File: src/rtl/pidc_pkg.sv
// shared constants and types for the pid step core
// no dependencies; used by pidc_div and pid_step_with_clamp_reset_core
package pidc_pkg;

  // register indexes on the configuration port
  localparam int unsigned CFG_IDX_W = 3;
  localparam logic [CFG_IDX_W-1:0] REG_PROP_GAIN  = 3'd0;
  localparam logic [CFG_IDX_W-1:0] REG_INTEG_GAIN = 3'd1;
  localparam logic [CFG_IDX_W-1:0] REG_DERIV_GAIN = 3'd2;
  localparam logic [CFG_IDX_W-1:0] REG_OUT_HIGH   = 3'd3;
  localparam logic [CFG_IDX_W-1:0] REG_OUT_LOW    = 3'd4;

  // reset bounds, +200.0 and -200.0 in q16.16
  localparam logic [31:0] RESET_OUT_HIGH = 32'sd13107200;
  localparam logic [31:0] RESET_OUT_LOW  = -32'sd13107200;

  // integral saturation limits, 48 bit signed
  localparam logic [47:0] INTEG_MAX = {1'b0, {47{1'b1}}};
  localparam logic [47:0] INTEG_MIN = {1'b1, {47{1'b0}}};

  // derivative magnitude limit, 2^62
  localparam logic [63:0] DERIV_LIM = 64'h4000_0000_0000_0000;

  // serial divider geometry
  localparam int unsigned DIV_NUM_W  = 64;
  localparam int unsigned DIV_DEN_W  = 16;
  localparam int unsigned DIV_STEPS  = 2;
  localparam int unsigned DIV_ITERS  = DIV_NUM_W / DIV_STEPS;
  localparam int unsigned DIV_CNT_W  = $clog2(DIV_ITERS);

  // divider result as seen by the sequencer
  typedef struct packed {
    logic                 done;
    logic [DIV_NUM_W-1:0] quo;
  } pidc_div_res_t;

endpackage

File: src/rtl/pidc_div.sv
// unsigned restoring divider, two quotient bits per cycle
// depends on pidc_pkg
module pidc_div (
  input  logic                              clk,
  input  logic                              rst_n,
  input  logic                              start,
  input  logic [pidc_pkg::DIV_NUM_W-1:0]    dividend,
  input  logic [pidc_pkg::DIV_DEN_W-1:0]    divisor,
  output pidc_pkg::pidc_div_res_t           res
);

  logic [pidc_pkg::DIV_DEN_W-1:0] rem_r, rem_nxt;
  logic [pidc_pkg::DIV_NUM_W-1:0] quo_r, quo_nxt;
  logic [pidc_pkg::DIV_DEN_W-1:0] den_r;
  logic [pidc_pkg::DIV_CNT_W-1:0] cnt_r, cnt_nxt;
  logic                           run_r, run_nxt;
  logic                           done_r, done_nxt;

  // two restoring steps per cycle
  always_comb begin
    logic [pidc_pkg::DIV_DEN_W:0] trial;
    logic                         qbit;
    trial    = '0;
    qbit     = 1'b0;
    rem_nxt  = rem_r;
    quo_nxt  = quo_r;
    cnt_nxt  = cnt_r;
    run_nxt  = run_r;
    done_nxt = 1'b0;
    if (start) begin
      rem_nxt = '0;
      quo_nxt = dividend;
      cnt_nxt = '0;
      run_nxt = 1'b1;
    end else if (run_r) begin
      for (int k = 0; k < pidc_pkg::DIV_STEPS; k++) begin
        trial = {rem_nxt, quo_nxt[pidc_pkg::DIV_NUM_W-1]};
        qbit  = (trial >= {1'b0, den_r});
        if (qbit) begin
          trial = trial - {1'b0, den_r};
        end
        rem_nxt = trial[pidc_pkg::DIV_DEN_W-1:0];
        quo_nxt = {quo_nxt[pidc_pkg::DIV_NUM_W-2:0], qbit};
      end
      cnt_nxt = cnt_r + pidc_pkg::DIV_CNT_W'(1);
      if (cnt_r == pidc_pkg::DIV_CNT_W'(pidc_pkg::DIV_ITERS - 1)) begin
        run_nxt  = 1'b0;
        done_nxt = 1'b1;
      end
    end
  end

  // control state
  always_ff @(posedge clk) begin
    if (!rst_n) begin
      run_r  <= 1'b0;
      done_r <= 1'b0;
      cnt_r  <= '0;
    end else begin
      run_r  <= run_nxt;
      done_r <= done_nxt;
      cnt_r  <= cnt_nxt;
    end
  end

  // datapath
  always_ff @(posedge clk) begin
    rem_r <= rem_nxt;
    quo_r <= quo_nxt;
    if (start) begin
      den_r <= divisor;
    end
  end

  assign res.done = done_r;
  assign res.quo  = quo_r;

endmodule

File: config.mk
export PLATFORM = sky130hd
export DESIGN_NAME = pidc_div
export DESIGN_NICKNAME = d
export VERILOG_FILES = /design/src/rtl/pidc_pkg.sv /design/src/rtl/pidc_div.sv
export SDC_FILE = /design/constraint.sdc
export NUM_CORES = 1
export LEC_CHECK = 0
export BUFFER_PORTS_ARGS = -buffer_cell sky130_fd_sc_hd__buf_2
export CAP_MARGIN = 40
export CORE_ASPECT_RATIO = 1.1
export CORE_MARGIN = 4
export CORE_UTILIZATION = 49
export DETAILED_ROUTE_END_ITERATION = 10
export GPL_TIMING_DRIVEN = 0
export PLACE_DENSITY = 0.79
export SETUP_SLACK_MARGIN = 0.1
export SLEW_MARGIN = 20
export SYNTH_ARGS = -nofsm -noshare
export SYNTH_HDL_FRONTEND = slang
export SYNTH_SLANG_ARGS = --single-unit
File: constraint.sdc
create_clock -name clk -period 4.6 [get_ports clk]
set_clock_uncertainty 0.05 [all_clocks]
set_input_delay 0.69 -clock clk [delete_from_list [all_inputs] [get_ports clk]]
set_output_delay 0.69 -clock clk [all_outputs]
set_load 0.02 [all_outputs]
==> metrics.txt <==
Netlist cell types 58; origin of the critical flop-to-flop path den_r[12]; Pint 0.003158 W; RSZ-0062 raised after global routing true; Required @ worst endpoint 4.67 ns; logic gate share of total power 59.8%; asr flop ratio synth 0%; die area 13860 um^2; share of layout cells above drive strength 1 50.35%; Gate Count Post-Synth 503; CTS H-tree lvls 3; Post-synth EDFFs 80; critical path arrival 4.71 ns; Min-Delay Path Class in -> reg; Mapped Nets 622; DP Worst Slack -0.4321 ns; Core ar. 11640 um^2; crit end category flop; initial antenna violation count 1; Antenna Violating Nets Remaining 0; status complete, but fails checks; maximum buffer depth of the clock tree 2; worst-skew pair later-pin latency 0.36 ns; final setup margin -0.04813 ns; Area contributors post-synth edfxtp_1, mux2_2, dfxtp_1; Syn. warnings 0; Initial Util 50.67%; Sink Count 103; die height 123.1 um; gr ovfl total 0; failing checks setup timing; crit path from den_r[12]; switching fraction of total power 39.11%; Tcrit/Tclk final 101.0%; pwr dens 645.4 nW/um^2; Clock power frac 16.2%; Net Sw Power 0.002029 W; DR pass1 iterations 5; Synth area leader edfxtp_1; row count 41; crit path kind reg -> reg; leakage 3.407 nW; Synth Flop Type edfxtp_1; port bufs 147; Area Overhead vs Synth 36.20%; Final Hold Viols 0; gr usage total 23.79%; CTS buffer count 9; Max-slew headroom 48.16%; vias in the first global route 5138; Setup Viol. Count Final 9; most frequent cells in the layout buf_2, edfxtp_1, mux2_2; post-synthesis register bit count 103; largest net degree at the start of global routing 65; minimum clock period 4.648 ns; most common cell after layout, fill and taps aside buf_2; fmax 215.1 MHz; Final Max Tran Viols 0; Synth Cell Area 5901 um^2; part of the power in registers 24.0%; Final HPWL DP 11570 um; Post-DP Area 6904 um^2; fill cell count 817; worst-case vdd ir drop 0.3990 mV; die width 112.6 um; Layout Nets 821; Post-Syn Area per Cell 11.73 um^2; DRC 0; Ant. Diodes 0; First DRT Iteration DRCs 354; critical hold path startpoint divisor[0]; Worst-Margin Slew 0.7777 ns; number of I/O pins 148; CTS root buf clkbuf_16; WL/cell 20.54 um; top cell type's share of synthesized area 40.71%; routability cong. 0.9688; final design utilization 69.01%; routed vias/inst 5.818; CTS tree yes; post-route cell area 8036 um^2; CTS clk-pin slew, worst paths 0.07 ns; hold_buf cts 0; drt total wl 17610 um; DR vias 4986; crit-path max FO 6; first-pass GRT wire length 25650 um; Seq/Total Area, Yosys 48.52%; MaxCap Viol Count 0; CP Launch Type flop
final timing paths:
path / endpoint / slack [ns] / cells past startpoint
min reg2reg: cnt_r[4] / 0.47 / 2
max: quo_r[0] / -0.05 / 21
max reg2reg: quo_r[0] / -0.05 / 21
min: den_r[0] / 0.46 / 1
synthesized netlist by cell type (6+ instances only):
cell and n:
mux2i_1 12, o21a_1 6, o21ai_0 9, nand3_1 13
xor2_1 9, edfxtp_1 80, inv_1 28, a21oi_1 19
ha_1 34, a211oi_1 14, dfxtp_1 23, mux2_2 70
a21o_1 8, clkbuf_1 13, xnor2_1 19, nand2_1 19
nor2_1 43
kinds of logic (layout without fill, tap and decap cells):
group / count (synthesis) / after routing / synth area share (%)
compound gates: 89 / 89 / 10.58
simple gates: 117 / 117 / 9.881
mux: 83 / 83 / 15.65
flops: 103 / 103 / 48.52
xor+xnor: 28 / 28 / 4.156
fa+ha+maj: 36 / 36 / 7.888
buf+inv: 47 / 251 / 3.329
stage by stage:
stage	total power [W]	hold WS, ns	TNS, ns	std cells
after detailed placement	0.003427	0.4506	-5.597	800
after floorplan	0.002935	0.4173	0	503
after global routing	0.005427	0.4519	-2.221	857
after global placement	0.003368	0.4353	-4.653	800
final	0.005187	0.4562	-0.1923	857
after CTS	0.004604	0.4502	0	841
worst max-delay path: stages, from the launching register on:
cell and delay, ns:
edfxtp_1 0.38, inv_2 0.08, ha_2 0.31, nand2_2 0.12
a21oi_1 0.06, a211oi_2 0.30, o21a_1 0.20, nand2_2 0.10
clkbuf_16 0.19, o21ai_4 0.17, inv_2 0.08, ha_4 0.23
nor2b_4 0.13, o31a_1 0.26, or4_4 0.45, nand2_4 0.10
o2111ai_4 0.11, a211o_1 0.30, a211o_1 0.24, buf_6 0.15
buf_8 0.13, mux2_2 0.25
timing repair:
item	CTS	global route
gates resized for setup	38	47
pin swaps	17	15
setup endpoints to repair	17	17
cloned	0	1
setup buffers	25	14
layer usage:
layer | part of all wire (%) | track usage [%]
met5 | 0.040 | 0
met4 | 4.6 | 13.45
met3 | 9.7 | 7.734
met2 | 50 | 41.56
met1 | 35 | 25.38
area by class of cell:
class	instances	area [um^2]	area share [%]
Buffer	19	152.6	1.899
Timing Repair Buffer	188	1102	13.72
Sequential cell	103	2863	35.62
Tap cell	150	187.7	2.335
Clock inverter	5	88.84	1.105
Multi-Input combinational cell	353	3304	41.12
Clock buffer	11	232.7	2.896
Inverter	28	105.1	1.308
sequential cells by signal, indices dropped and copies added, names as in the netlist:
register  cells
cnt_r         5
run_r         1
quo_r        64
rem_r        16
done_r        1
den_r        16
power by group through the flow:
stage	logic (W)	registers, W	clock network, W
6_report	0.00310	0.00125	0.000841
3_3_place_gp	0.00212	0.00124	0
5_1_grt	0.00327	0.00126	0.000893
4_1_cts	0.00251	0.00124	0.000854
2_1_floorplan	0.00162	0.00132	0
3_5_place_dp	0.00218	0.00125	0
(Power assumes the default switching activity.)
